===== src/sv/tftgw_pkg.sv =====
// tftgw_pkg: opcodes, byte constants and the descriptor type shared by the
// front, the queue and the back of the tft byte writer
// depends on nothing
`timescale 1ns / 1ps
`default_nettype none
package tftgw_pkg;

    localparam int OPC_W   = 3;
    localparam int BYTE_W  = 8;
    localparam int WORD_W  = 16;
    localparam int CNT_W   = 6;
    localparam int BITS_W  = 4;
    localparam int MAX_RUN_DEF = 32;
    localparam int Q_DEPTH = 4;

    localparam logic [OPC_W-1:0] OP_CMD   = 3'd0;
    localparam logic [OPC_W-1:0] OP_DATA  = 3'd1;
    localparam logic [OPC_W-1:0] OP_WIN   = 3'd2;
    localparam logic [OPC_W-1:0] OP_PIXEL = 3'd3;
    localparam logic [OPC_W-1:0] OP_GLYPH = 3'd4;
    localparam logic [OPC_W-1:0] OP_FILL  = 3'd5;

    localparam logic [BYTE_W-1:0] CMD_COLUMN = 8'h2A;
    localparam logic [BYTE_W-1:0] CMD_ROW    = 8'h2B;
    localparam logic [BYTE_W-1:0] CMD_WRITE  = 8'h2C;
    localparam logic [BYTE_W-1:0] ALL_ONES   = 8'hFF;

    localparam logic [BYTE_W-1:0] COL_OFF_RST = 8'd2;
    localparam logic [BYTE_W-1:0] ROW_OFF_RST = 8'd3;

    // configuration register indexes
    localparam logic REG_COL_OFF = 1'b0;
    localparam logic REG_ROW_OFF = 1'b1;

    // descriptor kinds handed from front to back
    localparam logic [1:0] K_RAW   = 2'd0;
    localparam logic [1:0] K_WIN   = 2'd1;
    localparam logic [1:0] K_COLOR = 2'd2;

    typedef struct packed {
        logic [1:0]        kind;
        logic              is_data;
        logic [BYTE_W-1:0] raw;
        logic [WORD_W-1:0] col_start;
        logic [WORD_W-1:0] col_end;
        logic [WORD_W-1:0] row_start;
        logic [WORD_W-1:0] row_end;
        logic [WORD_W-1:0] fg;
        logic [WORD_W-1:0] bg;
        logic [BYTE_W-1:0] bits;
        logic              fill_in;
        logic [CNT_W-1:0]  count;
    } t_desc;

    typedef struct packed {
        logic  we;
        logic  idx;
        logic [BYTE_W-1:0] data;
    } t_cfg;

endpackage
`default_nettype wire


===== src/sv/tft_window_glyph_byte_writer_top.sv =====
// a request is written into the descriptor queue, popped into the back
// sequencer and sent out byte by byte through the output register
// throughput: one byte per cycle while i_stall is low; a request has 1 raw,
// 11 window, 2 pixel, 2 to 16 glyph or 2 to 2*MAX_RUN fill bytes
// reset: synchronous active low, clears the queue and sequencer, and loads
// column offset 2 and row offset 3
`timescale 1ns / 1ps
`default_nettype none
module tft_window_glyph_byte_writer_top #(
    parameter int MAX_RUN = tftgw_pkg::MAX_RUN_DEF
) (
    input  wire                          i_clk,
    input  wire                          i_rst_n,
    // configuration write port
    input  wire                          i_cfg_we,
    input  wire                          i_cfg_idx,
    input  wire [tftgw_pkg::BYTE_W-1:0]  i_cfg_data,
    // request channel
    input  wire                          i_valid,
    output logic                         o_stall,
    input  wire [tftgw_pkg::OPC_W-1:0]   i_opcode,
    input  wire [tftgw_pkg::BYTE_W-1:0]  i_raw_byte,
    input  wire [tftgw_pkg::WORD_W-1:0]  i_x_start,
    input  wire [tftgw_pkg::WORD_W-1:0]  i_y_start,
    input  wire [tftgw_pkg::WORD_W-1:0]  i_win_width,
    input  wire [tftgw_pkg::WORD_W-1:0]  i_win_height,
    input  wire [tftgw_pkg::WORD_W-1:0]  i_fg_color,
    input  wire [tftgw_pkg::WORD_W-1:0]  i_bg_color,
    input  wire [tftgw_pkg::BYTE_W-1:0]  i_font_bits,
    input  wire [tftgw_pkg::BITS_W-1:0]  i_bit_count,
    input  wire [tftgw_pkg::CNT_W-1:0]   i_run_length,
    // byte channel
    output logic                         o_valid,
    input  wire                          i_stall,
    output logic [tftgw_pkg::BYTE_W-1:0] o_out_byte,
    output logic                         o_is_data,
    output logic                         o_last
);
    import tftgw_pkg::*;

    t_cfg  cfg;
    t_desc front_desc;
    t_desc queue_desc;
    logic  produce;
    logic  q_full;
    logic  q_empty;
    logic  q_pop;
    logic  q_push;

    assign cfg.we   = i_cfg_we;
    assign cfg.idx  = i_cfg_idx;
    assign cfg.data = i_cfg_data;

    // the front only stalls when the queue is full; requests that make no
    // bytes are accepted and dropped
    assign o_stall = q_full;
    assign q_push  = i_valid && !q_full && produce;

    // front: offsets, window sums, saturation and classification
    tftgw_front #(
        .MAX_RUN (MAX_RUN)
    ) u_front (
        .i_clk        (i_clk),
        .i_rst_n      (i_rst_n),
        .i_cfg        (cfg),
        .i_opcode     (i_opcode),
        .i_raw_byte   (i_raw_byte),
        .i_x_start    (i_x_start),
        .i_y_start    (i_y_start),
        .i_win_width  (i_win_width),
        .i_win_height (i_win_height),
        .i_fg_color   (i_fg_color),
        .i_bg_color   (i_bg_color),
        .i_font_bits  (i_font_bits),
        .i_bit_count  (i_bit_count),
        .i_run_length (i_run_length),
        .o_produce    (produce),
        .o_desc       (front_desc)
    );

    // descriptor queue decouples the request side from the byte side
    tftgw_queue u_queue (
        .i_clk   (i_clk),
        .i_rst_n (i_rst_n),
        .i_push  (q_push),
        .i_desc  (front_desc),
        .o_full  (q_full),
        .i_pop   (q_pop),
        .o_empty (q_empty),
        .o_desc  (queue_desc)
    );

    // back: one byte per cycle into the output register while i_stall is low
    tftgw_back u_back (
        .i_clk      (i_clk),
        .i_rst_n    (i_rst_n),
        .i_empty    (q_empty),
        .i_desc     (queue_desc),
        .o_pop      (q_pop),
        .o_valid    (o_valid),
        .i_stall    (i_stall),
        .o_out_byte (o_out_byte),
        .o_is_data  (o_is_data),
        .o_last     (o_last)
    );

endmodule
`default_nettype wire


===== src/sv/tftgw_front.sv =====
// tftgw_front: holds the offset registers, classifies each request and
// builds a byte-sequence descriptor; uses tftgw_pkg
`timescale 1ns / 1ps
`default_nettype none
module tftgw_front #(
    parameter int MAX_RUN = tftgw_pkg::MAX_RUN_DEF
) (
    input  wire                           i_clk,
    input  wire                           i_rst_n,
    input  tftgw_pkg::t_cfg               i_cfg,
    input  wire [tftgw_pkg::OPC_W-1:0]    i_opcode,
    input  wire [tftgw_pkg::BYTE_W-1:0]   i_raw_byte,
    input  wire [tftgw_pkg::WORD_W-1:0]   i_x_start,
    input  wire [tftgw_pkg::WORD_W-1:0]   i_y_start,
    input  wire [tftgw_pkg::WORD_W-1:0]   i_win_width,
    input  wire [tftgw_pkg::WORD_W-1:0]   i_win_height,
    input  wire [tftgw_pkg::WORD_W-1:0]   i_fg_color,
    input  wire [tftgw_pkg::WORD_W-1:0]   i_bg_color,
    input  wire [tftgw_pkg::BYTE_W-1:0]   i_font_bits,
    input  wire [tftgw_pkg::BITS_W-1:0]   i_bit_count,
    input  wire [tftgw_pkg::CNT_W-1:0]    i_run_length,
    output logic                          o_produce,
    output tftgw_pkg::t_desc              o_desc
);
    import tftgw_pkg::*;

    localparam logic [CNT_W-1:0]  RUN_MAX   = CNT_W'(MAX_RUN);
    localparam logic [BITS_W-1:0] GLYPH_MAX = BITS_W'(BYTE_W);

    logic [BYTE_W-1:0] r_col_off;
    logic [BYTE_W-1:0] r_row_off;
    logic [WORD_W-1:0] col_s;
    logic [WORD_W-1:0] row_s;
    logic [BITS_W-1:0] glyph_n;
    logic [CNT_W-1:0]  run_n;

    always_ff @(posedge i_clk) begin
        if (!i_rst_n) begin
            r_col_off <= COL_OFF_RST;
            r_row_off <= ROW_OFF_RST;
        end else if (i_cfg.we) begin
            unique case (i_cfg.idx)
                REG_COL_OFF: r_col_off <= i_cfg.data;
                REG_ROW_OFF: r_row_off <= i_cfg.data;
                default:     r_col_off <= r_col_off;
            endcase
        end
    end

    always_comb begin
        col_s   = i_x_start + {{(WORD_W-BYTE_W){1'b0}}, r_col_off};
        row_s   = i_y_start + {{(WORD_W-BYTE_W){1'b0}}, r_row_off};
        glyph_n = (i_bit_count > GLYPH_MAX) ? GLYPH_MAX : i_bit_count;
        run_n   = (i_run_length > RUN_MAX) ? RUN_MAX : i_run_length;

        o_desc           = '0;
        o_desc.raw       = i_raw_byte;
        o_desc.is_data   = (i_opcode == OP_DATA);
        o_desc.col_start = col_s;
        o_desc.col_end   = col_s + i_win_width - WORD_W'(1);
        o_desc.row_start = row_s;
        o_desc.row_end   = row_s + i_win_height - WORD_W'(1);
        o_desc.fg        = i_fg_color;
        o_desc.bg        = i_bg_color;
        o_desc.bits      = ALL_ONES;
        o_desc.fill_in   = 1'b1;
        o_desc.count     = CNT_W'(1);
        o_produce        = 1'b1;

        unique case (i_opcode)
            OP_CMD, OP_DATA: o_desc.kind = K_RAW;
            OP_WIN:          o_desc.kind = K_WIN;
            OP_PIXEL:        o_desc.kind = K_COLOR;
            OP_GLYPH: begin
                o_desc.kind    = K_COLOR;
                o_desc.bits    = i_font_bits;
                o_desc.fill_in = 1'b0;
                o_desc.count   = {{(CNT_W-BITS_W){1'b0}}, glyph_n};
                o_produce      = (glyph_n != '0);
            end
            OP_FILL: begin
                o_desc.kind  = K_COLOR;
                o_desc.count = run_n;
                o_produce    = (run_n != '0);
            end
            default: begin
                // unused opcodes are swallowed
                o_desc.kind = K_RAW;
                o_produce   = 1'b0;
            end
        endcase
    end

endmodule
`default_nettype wire


===== src/sv/tftgw_queue.sv =====
// tftgw_queue: short descriptor queue between front and back
// uses tftgw_pkg for the descriptor type and depth
`timescale 1ns / 1ps
`default_nettype none
module tftgw_queue (
    input  wire              i_clk,
    input  wire              i_rst_n,
    input  wire              i_push,
    input  tftgw_pkg::t_desc i_desc,
    output logic             o_full,
    input  wire              i_pop,
    output logic             o_empty,
    output tftgw_pkg::t_desc o_desc
);
    import tftgw_pkg::*;

    localparam int PTR_W = $clog2(Q_DEPTH);
    localparam int CNT_QW = $clog2(Q_DEPTH + 1);

    t_desc             r_mem [Q_DEPTH];
    logic [PTR_W-1:0]  r_wr;
    logic [PTR_W-1:0]  r_rd;
    logic [CNT_QW-1:0] r_cnt;

    assign o_full  = (r_cnt == CNT_QW'(Q_DEPTH));
    assign o_empty = (r_cnt == '0);
    assign o_desc  = r_mem[r_rd];

    always_ff @(posedge i_clk) begin
        if (i_push) begin
            r_mem[r_wr] <= i_desc;
        end
    end

    always_ff @(posedge i_clk) begin
        if (!i_rst_n) begin
            r_wr  <= '0;
            r_rd  <= '0;
            r_cnt <= '0;
        end else begin
            if (i_push) begin
                r_wr <= (r_wr == PTR_W'(Q_DEPTH - 1)) ? '0 : r_wr + PTR_W'(1);
            end
            if (i_pop) begin
                r_rd <= (r_rd == PTR_W'(Q_DEPTH - 1)) ? '0 : r_rd + PTR_W'(1);
            end
            unique case ({i_push, i_pop})
                2'b10:   r_cnt <= r_cnt + CNT_QW'(1);
                2'b01:   r_cnt <= r_cnt - CNT_QW'(1);
                default: r_cnt <= r_cnt;
            endcase
        end
    end

endmodule
`default_nettype wire


===== src/sv/tftgw_back.sv =====
// tftgw_back: byte sequencer that walks one descriptor at a time and drives
// the output register; uses tftgw_pkg
`timescale 1ns / 1ps
`default_nettype none
module tftgw_back (
    input  wire                         i_clk,
    input  wire                         i_rst_n,
    input  wire                         i_empty,
    input  tftgw_pkg::t_desc            i_desc,
    output logic                        o_pop,
    output logic                        o_valid,
    input  wire                         i_stall,
    output logic [tftgw_pkg::BYTE_W-1:0] o_out_byte,
    output logic                        o_is_data,
    output logic                        o_last
);
    import tftgw_pkg::*;

    localparam logic [3:0] WIN_LAST = 4'd10;

    t_desc             r_cur;
    logic              r_busy;
    logic [3:0]        r_step;
    logic              r_half;
    logic [CNT_W-1:0]  r_left;
    logic [BYTE_W-1:0] r_bits;
    logic              r_out_valid;
    logic [BYTE_W-1:0] r_out_byte;
    logic              r_out_data;
    logic              r_out_last;

    logic              load_out;
    logic              emit;
    logic              done;
    logic [BYTE_W-1:0] cur_byte;
    logic              cur_data;
    logic              cur_last;
    logic [WORD_W-1:0] color;

    always_comb begin
        color    = r_bits[BYTE_W-1] ? r_cur.fg : r_cur.bg;
        cur_byte = r_cur.raw;
        cur_data = 1'b1;
        cur_last = 1'b0;
        unique case (r_cur.kind)
            K_RAW: begin
                cur_data = r_cur.is_data;
                cur_last = 1'b1;
            end
            K_WIN: begin
                unique case (r_step)
                    4'd0:    begin cur_byte = CMD_COLUMN; cur_data = 1'b0; end
                    4'd1:    cur_byte = r_cur.col_start[15:8];
                    4'd2:    cur_byte = r_cur.col_start[7:0];
                    4'd3:    cur_byte = r_cur.col_end[15:8];
                    4'd4:    cur_byte = r_cur.col_end[7:0];
                    4'd5:    begin cur_byte = CMD_ROW; cur_data = 1'b0; end
                    4'd6:    cur_byte = r_cur.row_start[15:8];
                    4'd7:    cur_byte = r_cur.row_start[7:0];
                    4'd8:    cur_byte = r_cur.row_end[15:8];
                    4'd9:    cur_byte = r_cur.row_end[7:0];
                    default: begin
                        cur_byte = CMD_WRITE;
                        cur_data = 1'b0;
                        cur_last = 1'b1;
                    end
                endcase
            end
            default: begin
                cur_byte = r_half ? color[7:0] : color[15:8];
                cur_last = r_half && (r_left == CNT_W'(1));
            end
        endcase
    end

    assign load_out = !r_out_valid || !i_stall;
    assign emit     = r_busy && load_out;
    assign done     = emit && cur_last;
    assign o_pop    = !i_empty && (!r_busy || done);

    always_ff @(posedge i_clk) begin
        if (!i_rst_n) begin
            r_busy <= 1'b0;
        end else if (o_pop) begin
            r_busy <= 1'b1;
        end else if (done) begin
            r_busy <= 1'b0;
        end
    end

    always_ff @(posedge i_clk) begin
        if (o_pop) begin
            r_cur  <= i_desc;
            r_step <= '0;
            r_half <= 1'b0;
            r_left <= i_desc.count;
            r_bits <= i_desc.bits;
        end else if (emit) begin
            r_step <= (r_step == WIN_LAST) ? r_step : r_step + 4'd1;
            r_half <= !r_half;
            if (r_half) begin
                r_left <= r_left - CNT_W'(1);
                r_bits <= {r_bits[BYTE_W-2:0], r_cur.fill_in};
            end
        end
    end

    always_ff @(posedge i_clk) begin
        if (!i_rst_n) begin
            r_out_valid <= 1'b0;
        end else if (load_out) begin
            r_out_valid <= emit;
        end
    end

    always_ff @(posedge i_clk) begin
        if (emit) begin
            r_out_byte <= cur_byte;
            r_out_data <= cur_data;
            r_out_last <= cur_last;
        end
    end

    assign o_valid    = r_out_valid;
    assign o_out_byte = r_out_byte;
    assign o_is_data  = r_out_data;
    assign o_last     = r_out_last;

endmodule
`default_nettype wire


===== config.mk =====
export PLATFORM = sky130hd
export DESIGN_NAME = tft_window_glyph_byte_writer_top
export DESIGN_NICKNAME = d
export VERILOG_FILES = /design/src/sv/tftgw_pkg.sv /design/src/sv/tft_window_glyph_byte_writer_top.sv /design/src/sv/tftgw_front.sv /design/src/sv/tftgw_queue.sv /design/src/sv/tftgw_back.sv
export SDC_FILE = /design/constraint.sdc
export NUM_CORES = 1
export LEC_CHECK = 0
export BUFFER_PORTS_ARGS = -buffer_cell sky130_fd_sc_hd__buf_2
export CAP_MARGIN = 10
export CORE_AREA = 3 3 275 209
export CTS_CLUSTER_SIZE = 10
export DETAILED_ROUTE_END_ITERATION = 6
export DIE_AREA = 0 0 278 212
export HOLD_SLACK_MARGIN = 0.05
export PLACE_DENSITY_LB_ADDON = 0.2
export SLEW_MARGIN = 0
export SYNTH_ARGS = -nofsm -noshare
export SYNTH_HDL_FRONTEND = slang
export SYNTH_SLANG_ARGS = --single-unit

===== constraint.sdc =====
create_clock -name i_clk -period 13.3 [get_ports i_clk]
set_clock_uncertainty 0.05 [all_clocks]
set_input_delay 1.995 -clock i_clk [delete_from_list [all_inputs] [get_ports i_clk]]
set_output_delay 1.995 -clock i_clk [all_outputs]
set_load 0.01 [all_outputs]

==> results.cfg <==
[yosys]
synth.most_common_cell = edfxtp_1
ys_seq_elements = 652
synthArstFlopShare_pct = 0
ys_seq_area_share_pct = 70.24
synth_edf_count = 620
ys_top_cells_by_count = edfxtp_1, inv_1, mux4_2
ys_top_cells_by_area = edfxtp_1, mux4_2, ha_1
yosys.area.top_type = edfxtp_1
synthesis.area_mm2 = 0.02742
synth_top_area_share_pct = 67.91
synthCells = 1574
synth_ff_type = edfxtp_1
synth_warnings = 0
syn_area_per_cell_um2 = 17.42
ys_types = 67
syn_nets = 1804

[timing]
worstMarginPinSlew_ps = 1102
post-route-period-util_pct = 43.46
rsz0062_at_grt = false
min_period_ps = 5780
max_slew_margin_pct = 26.55
fin_setup_tns_ps = 0
timing.fmax_mhz = 173.0
finalHoldViolations = 0
setup_viol = 0
maxSlewViolCount = 0

[global_route]
grt_overflow = 0
grt_use_total_pct = 19.71
grt_pass1_vias = 14620
grt_max_degree = 97
grt_pass1_wl_mm = 87.81
antenna_found_initial = 0

[setup_path]
cp.required_ps = 13660
rr_worst_depth = 18
critPathLaunchType = input pin
reg2reg_slack_ps = 8700
critPathKind = input pin to flip-flop
worstPathMaxFanout = 6
r2r-start = u_front.r_col_off[0]$_SDFFE_PN0P_
rr_endpoint = u_queue.r_mem[1][94]$_DFFE_PP_
crit_path_end_kind = flip-flop
cp.arrival_ps = 6140

[power_and_ir_drop]
power_leakage_nw = 10.77
power_frac_clock_pct = 28.6
p_switching_mw = 1.844
peakVddDrop_mv = 0.1668
p_int_mw = 4.525
p_comb_share_pct = 24.0
swShare_pct = 28.95
power.density_mw_per_mm2 = 204.6
power_frac_seq_pct = 47.4

[routing]
firstDrtPassIters = 5
drtIter0Drc = 1126
antenna_left = 0
wire_per_inst_um = 22.38
drc = 0
avgViaCountPerCell = 5.625
drt-total-wl_mm = 56.51
vias = 14200

[min_path]
min_from = u_front.r_row_off[3]$_SDFFE_PN0P_
hold_class = flip-flop to flip-flop
hold_path_depth = 2
hold-path-endpoint = u_front.r_row_off[3]$_SDFFE_PN0P_

[final_layout]
drive_gt1_share_pct = 22.46
area_growth_pct = 13.54
final_nets = 1991
fill_cells = 4193
antenna_cells = 0
fin_util_pct = 56.98

[floorplanning]
die_area_mm2 = 0.05894
rows = 74
ioPinCount = 151
start_util_pct = 50.19
die_x_um = 278
core-area_mm2 = 0.05463
die_y_um = 212

[clocking]
clkLatencyLatePin_ps = 600
cts_tree = done
cts_hold_buffers = 0
cts_sinks = 652
cts_buffers = 75
cts.repair.resized = 0
cts-root-buf = clkbuf_16
clk_pin_slew_worst_paths_ps = 50
post-cts-setup-buffers = 0
cts_max_level = 3
clockBufferDepth = 3

[status]
outcome = complete, no violations

[place]
io_buffers = 150
hpwl_mm = 35.56
place.gp.congestion = 0.8070

[flow_run]
drv_cap = 0
## through the flow
step | worst slack, ps | power [mW] | std cells | hold slack, ps | instance area [µm²]
final | 7520 | 6.369 | 2525 | 427.8 | 31130
after global routing | 7187 | 6.688 | 2525 | 446.4 | 31130
after CTS | 7642 | 6.452 | 2525 | 435.1 | 31130
after detailed placement | 7019 | 4.611 | 2406 | 426.3 | 28980
after global placement | 7132 | 4.572 | 2406 | 416.2 | 28980
after floorplan | 7208 | 4.091 | 1574 | 394.9 | 27420
## cell families after synthesis
logic type,after synthesis,synth area share [%]
flip-flops,652,70.24
buffers and inverters,197,2.820
adder cells (fa/ha/maj),91,4.290
XOR/XNOR,75,2.446
multiplexers,147,11.38
AO/OA/AOI/OAI,205,5.194
AND/OR/NAND/NOR,207,3.624
## area by class of cell
class	count	area (µm²)	share of cell area, %
Tap cell	722	903.4	2.902
Clock inverter	7	112.6	0.3618
Inverter	141	531.8	1.708
Multi-Input combinational cell	725	7395	23.75
Timing Repair Buffer	166	883.3	2.838
Sequential cell	652	19270	61.89
Clock buffer	112	2037	6.544
## flip-flops by register name, summed over array words and instances, names as in the netlist, named ones only
| signal | count |
|---|---|
| u_back.r_cur | 108 |
| u_front.r_col_off | 8 |
| u_back.r_busy | 1 |
| u_back.r_left | 6 |
| u_back.o_valid | 1 |
| u_back.r_bits | 8 |
| u_front.r_row_off | 8 |
| u_queue.r_rd | 2 |
| u_back.o_out_byte | 8 |
| u_back.r_step | 4 |
| u_queue.r_wr | 2 |
| u_queue.r_cnt | 3 |
| u_back.o_last | 1 |
| u_queue.r_mem | 488 |
| u_back.r_half | 1 |
| u_back.o_is_data | 1 |
## worst max-delay path, cell delays in order
cell and delay, ps:
buf_2 100, ha_1 210, inv_1 70, fa_1 190, nor2b_1 50, o21ai_0 260, a21boi_0 210, o31ai_1 620
a211oi_1 240, xnor2_1 210, ha_1 290, inv_1 40, ha_1 350, a211oi_1 290, o21ai_0 120, o21ai_0 130
mux2_2 370, o211ai_1 120, xor2_1 270
## placed cells by master, fill, tap and decap left out, types with 17 or more instances in the layout
cell type | synthesis | layout
dfxtp_1 | 32 | 30
clkbuf_16 | 0 | 76
mux4_2 | 130 | 130
nand2_1 | 80 | 80
clkbuf_1 | 32 | 36
buf_2 | 21 | 150
xnor2_1 | 45 | 45
o21ai_0 | 38 | 38
a21oi_1 | 43 | 43
xor2_1 | 29 | 29
inv_1 | 140 | 140
edfxtp_1 | 620 | 620
ha_1 | 86 | 86
a21boi_0 | 17 | 17
nor2_1 | 45 | 45
## power by group through the flow
stage               Clock (mW)  Sequential [mW]  Combinational [mW]
global route              1.95             3.06                1.68
finish                    1.82             3.02                1.53
floorplan                    0             2.95                1.14
detailed placement           0             3.06                1.55
global placement             0             3.05                1.52
CTS                       1.87             3.02                1.56
## worst max path at each step
stage,start,endpoint
finish,i_x_start[0],u_queue.r_mem[1][94]$_DFFE_PP_
global route,i_x_start[0],u_queue.r_mem[0][94]$_DFFE_PP_
CTS,i_x_start[0],u_queue.r_mem[1][94]$_DFFE_PP_
detailed placement,i_y_start[0],u_queue.r_mem[3][61]$_DFFE_PP_
global placement,i_x_start[0],u_queue.r_mem[0][94]$_DFFE_PP_
floorplan,i_opcode[0],u_queue.r_mem[0][0]$_DFFE_PP_
## per-layer routing
layer  track usage (%)  wire length, µm  vias to the layer above
met4             5.494             1110                        0
met2             29.54            25540                      369
met1             30.12            27000                     7265
met5                 0                0                        -
li1                  -                -                     6491
met3             3.436             2865                       78
Power figures use the tool's default switching activity.
